File: config.mk
export PLATFORM = sky130hd
export DESIGN_NAME = vhsc_judge
export DESIGN_NICKNAME = d
export VERILOG_FILES = /design/src/rtl/vhsc_pkg.sv /design/src/rtl/vhsc_judge.sv
export SDC_FILE = /design/constraint.sdc
export NUM_CORES = 1
export LEC_CHECK = 0
export ABC_AREA = 0
export BUFFER_PORTS_ARGS = -buffer_cell sky130_fd_sc_hd__buf_4
export CAP_MARGIN = 0
export CORE_ASPECT_RATIO = 0.7
export CORE_MARGIN = 1
export CORE_UTILIZATION = 45
export DETAILED_ROUTE_END_ITERATION = 6
export PLACE_DENSITY_LB_ADDON = 0.3
export SETUP_SLACK_MARGIN = 0.05
export SLEW_MARGIN = 20
export SYNTH_ARGS = -nofsm -noshare
export SYNTH_HDL_FRONTEND = slang
export SYNTH_SLANG_ARGS = --single-unit
File: constraint.sdc
create_clock -name clk -period 4.58 [get_ports clk]
set_input_delay 0.229 -clock clk [delete_from_list [all_inputs] [get_ports clk]]
set_output_delay 0.229 -clock clk [all_outputs]
set_load 0.1 [all_outputs]
File: src/rtl/vhsc_pkg.sv
// Shared types, constants and the signature table of the Vorbis header checker.
`default_nettype none
package vhsc_pkg;

  typedef enum logic [3:0] {
    ST_OK        = 4'd0,
    ST_SHORT     = 4'd1,
    ST_SIGNATURE = 4'd2,
    ST_ORDER     = 4'd3,
    ST_VERSION   = 4'd4,
    ST_CHANNELS  = 4'd5,
    ST_RATE      = 4'd6,
    ST_FRAMING   = 4'd7,
    ST_UNKNOWN   = 4'd8
  } status_t;

  localparam logic [7:0] TYPE_ID      = 8'd1;
  localparam logic [7:0] TYPE_COMMENT = 8'd3;
  localparam logic [7:0] TYPE_SETUP   = 8'd5;

  localparam logic [4:0] POS_SAT      = 5'd30;
  localparam logic [4:0] POS_FRAME    = 5'd29;
  localparam logic [4:0] POS_CHANNELS = 5'd11;
  // A last byte at an offset below these leaves the packet too short (length = offset + 1).
  localparam logic [4:0] POS_MIN_LAST = 5'd6;
  localparam logic [4:0] POS_ID_LAST  = 5'd29;

  localparam logic [1:0] COUNT_NONE    = 2'd0;
  localparam logic [1:0] COUNT_ID      = 2'd1;
  localparam logic [1:0] COUNT_COMMENT = 2'd2;
  localparam logic [1:0] COUNT_ALL     = 2'd3;

  // Packet observations including the byte now being evaluated.
  typedef struct packed {
    logic [7:0]  header_type;
    logic        sig_mismatch;
    logic        version_nonzero;
    logic [7:0]  channels;
    logic [31:0] rate;
    logic        framing;
    logic        too_short;
    logic        id_too_short;
  } obs_t;

  // One verdict as it leaves the block.
  typedef struct packed {
    logic        accepted;
    status_t     status;
    logic [7:0]  header_type;
    logic [1:0]  headers_accepted;
    logic        all_headers_done;
    logic [7:0]  channels;
    logic [31:0] sample_rate;
  } result_t;

  // Expected byte of the text "vorbis" at packet offsets one to six.
  function automatic logic [7:0] sig_byte(input logic [4:0] pos);
    logic [7:0] value;
    case (pos)
      5'd1:    value = 8'h76;
      5'd2:    value = 8'h6F;
      5'd3:    value = 8'h72;
      5'd4:    value = 8'h62;
      5'd5:    value = 8'h69;
      5'd6:    value = 8'h73;
      default: value = 8'h00;
    endcase
    return value;
  endfunction

endpackage
`default_nettype wire

File: src/rtl/vhsc_judge.sv
// Verdict logic, header sequence count and committed stream parameters.
`default_nettype none
module vhsc_judge (
  input  wire logic            clk,
  input  wire logic            rst,
  input  wire logic            step_last,
  input  wire vhsc_pkg::obs_t  obs,
  input  wire logic            last_bit,
  output vhsc_pkg::result_t    result
);

  logic [1:0]        header_count;
  logic [7:0]        committed_channels;
  logic [31:0]       committed_rate;

  vhsc_pkg::status_t status;
  logic [1:0]        header_count_next;
  logic              ok;

  always_comb begin
    header_count_next = header_count;
    if (obs.too_short) begin
      status = vhsc_pkg::ST_SHORT;
    end else if (obs.sig_mismatch) begin
      status = vhsc_pkg::ST_SIGNATURE;
    end else begin
      case (obs.header_type)
        vhsc_pkg::TYPE_ID: begin
          if (header_count != vhsc_pkg::COUNT_NONE)  status = vhsc_pkg::ST_ORDER;
          else if (obs.id_too_short)                 status = vhsc_pkg::ST_SHORT;
          else if (obs.version_nonzero)              status = vhsc_pkg::ST_VERSION;
          else if (obs.channels == 8'd0)             status = vhsc_pkg::ST_CHANNELS;
          else if (obs.rate == 32'd0)                status = vhsc_pkg::ST_RATE;
          else if (!obs.framing)                     status = vhsc_pkg::ST_FRAMING;
          else begin
            status            = vhsc_pkg::ST_OK;
            header_count_next = vhsc_pkg::COUNT_ID;
          end
        end
        vhsc_pkg::TYPE_COMMENT: begin
          if (header_count != vhsc_pkg::COUNT_ID)    status = vhsc_pkg::ST_ORDER;
          else if (!last_bit)                        status = vhsc_pkg::ST_FRAMING;
          else begin
            status            = vhsc_pkg::ST_OK;
            header_count_next = vhsc_pkg::COUNT_COMMENT;
          end
        end
        vhsc_pkg::TYPE_SETUP: begin
          if (header_count != vhsc_pkg::COUNT_COMMENT) status = vhsc_pkg::ST_ORDER;
          else if (!last_bit)                          status = vhsc_pkg::ST_FRAMING;
          else begin
            status            = vhsc_pkg::ST_OK;
            header_count_next = vhsc_pkg::COUNT_ALL;
          end
        end
        default: status = vhsc_pkg::ST_UNKNOWN;
      endcase
    end
    ok = (status == vhsc_pkg::ST_OK);

    result.accepted         = ok;
    result.status           = status;
    result.header_type      = obs.header_type;
    result.headers_accepted = header_count_next;
    result.all_headers_done = (header_count_next == vhsc_pkg::COUNT_ALL);
    // Only an accepted identification header carries fresh channels and rate.
    if (ok && obs.header_type == vhsc_pkg::TYPE_ID) begin
      result.channels    = obs.channels;
      result.sample_rate = obs.rate;
    end else begin
      result.channels    = committed_channels;
      result.sample_rate = committed_rate;
    end
  end

  always_ff @(posedge clk) begin
    if (rst) begin
      header_count       <= vhsc_pkg::COUNT_NONE;
      committed_channels <= 8'd0;
      committed_rate     <= 32'd0;
    end else if (step_last) begin
      header_count       <= header_count_next;
      committed_channels <= result.channels;
      committed_rate     <= result.sample_rate;
    end
  end

endmodule
`default_nettype wire

# Word level (Yosys, flattened, before mapping)
# Cells that the tools add are included.
dict set report op_classes {
  addsub 0
  n_mul 0
  n_div 0
  magnitude_cmp 0
  eq_ne 6
  shifts 0
  muxes 26
  n_bitwise 0
  n_reduce_logical 5
}
# cell n
set op_table {}
lappend op_table {{2-to-1 mux 40 bit} 1}
lappend op_table {{logical NOT 32 bit} 1}
lappend op_table {{2-to-1 mux 2 bit} 12}
lappend op_table {{2-to-1 mux 3 bit} 8}
lappend op_table {{2-to-1 mux 4 bit} 3}
lappend op_table {{one-hot mux 4 bit (3 select lines)} 1}
lappend op_table {{equality test 8 x 1 -> 1 bit, second input constant} 1}
lappend op_table {{equality test 8 x 2 -> 1 bit, second input constant} 1}
lappend op_table {{equality test 8 x 3 -> 1 bit, second input constant} 1}
lappend op_table {{logical NOT 8 bit} 1}
lappend op_table {{one-hot mux 2 bit (3 select lines)} 1}
lappend op_table {{logical NOT 4 bit} 1}
lappend op_table {{equality test 2 bit, second input constant} 1}
lappend op_table {{inequality test 2 x 1 -> 1 bit, second input constant} 1}
lappend op_table {{inequality test 2 bit, second input constant} 1}
lappend op_table {{nonzero test 2 bit} 1}
lappend op_table {{logical AND 1 bit} 1}
dict set report word_totals {
  ff_bits 42
  latchBits 0
  ramBits 0
  romBits 0
  inputBits 57
  out_inout_bits 56
  word_cells 40
  memories 0
}

# Depth between registers and ports, before layout
dict set report logic_depth {
  word_depth 12
  depth_mapped 9
  mapped_depth_nobuf 6
}

# Least setup slack after synthesis
# OpenSTA, ideal clock, no wires.
dict set report synth_timing {
  kind {input to output}
  from {input obs[39] (netlist name)}
  to {output result[51] (netlist name)}
  arrival_time_ps 3349
  path_slack_ps 1002
  path_stages 6
  path_buffers 0
  cell_sequence {or4_1 -> nor2_1 -> a21boi_1 -> nand2_1 -> a21oi_1 -> o31ai_1}
}
# element line
set synth_lines {}
lappend synth_lines {{from (decl)} vhsc_judge.sv:7} ;# input wire vhsc_pkg::obs_t obs,
lappend synth_lines {{to (decl)} vhsc_judge.sv:9} ;# output vhsc_pkg::result_t result

==> reports/results.tsv <==
metric	value	unit
status	finished, final reports clean	
antenna_found_initial	0	
vias_per_cell	6.35	
path_cells	nor2b_1, a2bb2oi_1, or3_1, o2111ai_4, buf_4, mux2_4, buf_4	
design.core.area	6310	um2
finClkSkew	0.00593	ns
max_freq	281	MHz
clk_latency	0.30	ns
ctsHoldBuffers	0	
holdCritPathClass	primary input to register	
yosysSeqAreaShare	28.3	%
ys_warn_count	0	
cp.arrival	3.33	ns
syn2layout_area_growth	32.7	%
cpMostUsedCell	buf_4	
synth_edf_count	0	
slew_viol_final	0	
cts-resized-gates	0	
drc_errors	0	
cts_num_sinks	42	
grt_setup_unrepaired	no	
irDropWorstVdd	0.000121	V
die_w	99.1	um
syn-instance-count	331	
die_area	6940	um2
syn-cell-area	2970	um2
vias	3105	
synth.distinct_cells	45	
routedWlPerCell	18.0	um
grt_remaining_overflow	0	
layout_commonest_cell	buf_4	
num-fill-cells	571	
drt-initial-drc-count	268	
hold_viol	0	
cts_buffer_depth	2	
portBuffers	112	
worstSetupEndpointType	primary output	
finalCritPeriodShare	77.8	%
cp-start-kind	register	
powerDensity	230	nW/um2
syn_nets	388	
worst_slew_pin_slew	1.13	ns
cts_made_buffers	5	
rr_startpoint	header_count[0]	
worstHoldStart	step_last	
clkTransAtPathRegs	0.08	ns
crit_slowest_cell	o2111ai_4	
cts_root_buf	clkbuf_8	
cts_tree	done	
r2r_end	committed_rate[9]	
mostFrequentLayoutCells	buf_4, nand4_1, a21oi_1, dfxtp_1, o31ai_1	
first_pass_iters	5	
ys_seq_elements	42	
row_count	24	
hpwl	5.88	mm
grt_pass1_vias	2699	
drt_wl_total	8.80	mm
total_leakage_power	0.00165	uW
die_y	70.0	um
tns	0	ns
start_util	47.1	%
max_stage_delay	0.60	ns
grt_max_degree	43	
synth_ff_type	dfxtp_1	
htreeDepth	2	
rr_worst_depth	7	
grt_use_total	24.9	%
hold_end	header_count[0]	
io_pins	113	
cts_setup_buffers	0	
drive_above_1_share	41.8	%
avgSynthCellArea	8.98	um2
maxCapViolations	0	
ff2ff_setup_slack	2.07	ns
diodes	0	
async_reset_ff_share	0	%
critPathLaunch	header_count[1]	
finalWeightedCongestion	0.918	
antenna_left	0	
final_util	62.5	%
crit_fanout	27	
grt_pass1_wl	14.0	mm
criticalPathCategory	register to primary output	
nets	467	
critPathRequiredTime	4.35	ns
setup_viol	0	
slew_headroom	24.7	%
period_needed	3.56	ns
min_path_cells	2	
worst max-delay path: cells and delay by family, from the launching register on:
| kind | cells | cell delay (ns) |
|---|---|---|
| muxes | 1 | 0.35 |
| buffers and inverters | 2 | 0.78 |
| DFF | 1 | 0.50 |
| AOI/OAI and AO/OA | 2 | 0.70 |
| and+or+nand+nor | 2 | 0.68 |
layer usage:
layer	part of all wire (%)	wire, um	global-route usage (%)	vias to the layer above
li1	-	-	-	1443
met1	46	4050	37.6	1477
met2	45	3920	36.7	181
met3	9.1	800	5.11	4
met4	0.35	31	3.92	0
met5	0	0	0	-
cell type report:
class	count	area, um2	share of cell area (%)
inverter	5	18.8	0.476
clock buffer	6	82.6	2.09
timing repair buffer	118	926	23.5
multi-input combinational	238	1920	48.6
sequential	42	841	21.3
tap	78	97.6	2.47
clock inverter	2	60.1	1.52
flip-flops by register name, indices dropped and copies added (netlist names):
register / flops
committed_rate: 32
committed_channels: 8
header_count: 2
where the power goes:
part	switching, uW	total, uW	leakage [uW]	internal (uW)
Sequential	2.56	368	0.000339	366
Clock	132	365	0.0000714	233
Combinational	116	172	0.00124	56.4
Total	251	905	0.00165	655
per-stage QoR:
stage | power [uW] | cell area [um2] | hold slack [ns] | cells | setup slack (ns)
final | 905 | 3940 | 0.189 | 489 | 1.02
after CTS | 906 | 3890 | 0.180 | 487 | 1.01
after floorplan | 474 | 2970 | 0.325 | 331 | 1.00
after global routing | 933 | 3940 | 0.192 | 489 | 0.811
after global placement | 542 | 3750 | 0.451 | 479 | 1.25
after detailed placement | 544 | 3750 | 0.461 | 479 | 1.16
kinds of logic after synthesis:
kind of cell	count (synthesis)	synth area share (%)
flops	42	28.3
buf+inv	51	8.67
compound gates	109	24.9
simple gates	89	18.0
mux	40	20.2
worst max path at each step:
stage	end	slack, ns	depth (start not counted)
after floorplan	result[51]	1.00	6
after global placement	result[33]	1.25	8
after detailed placement	result[39]	1.16	8
after CTS	result[39]	1.01	7
after global routing	result[37]	0.81	7
final	result[33]	1.02	7
synth_stat cells, types with 2 or more instances:
master | instances | share of area [%]
nand4_1 | 44 | 9.3
buf_4 | 9 | 2.3
o21ai_0 | 2 | 0.34
nor2b_1 | 3 | 0.63
clkbuf_1 | 29 | 3.7
nor2_1 | 13 | 1.6
o21ai_1 | 2 | 0.34
nand3_1 | 2 | 0.34
buf_2 | 2 | 0.34
or4_1 | 2 | 0.50
mux2_4 | 40 | 20
dfxtp_1 | 42 | 28
buf_6 | 4 | 1.5
o211ai_1 | 3 | 0.76
o31ai_1 | 41 | 10
a21oi_1 | 42 | 7.1
inv_1 | 5 | 0.63
a211oi_1 | 2 | 0.50
o21a_1 | 2 | 0.50
nand2_1 | 5 | 0.63
or3_1 | 2 | 0.42
nand3b_1 | 3 | 0.76
nor3_1 | 2 | 0.34
buf_1 | 2 | 0.25
nor4_1 | 8 | 1.7
(Power assumes the default switching activity.)
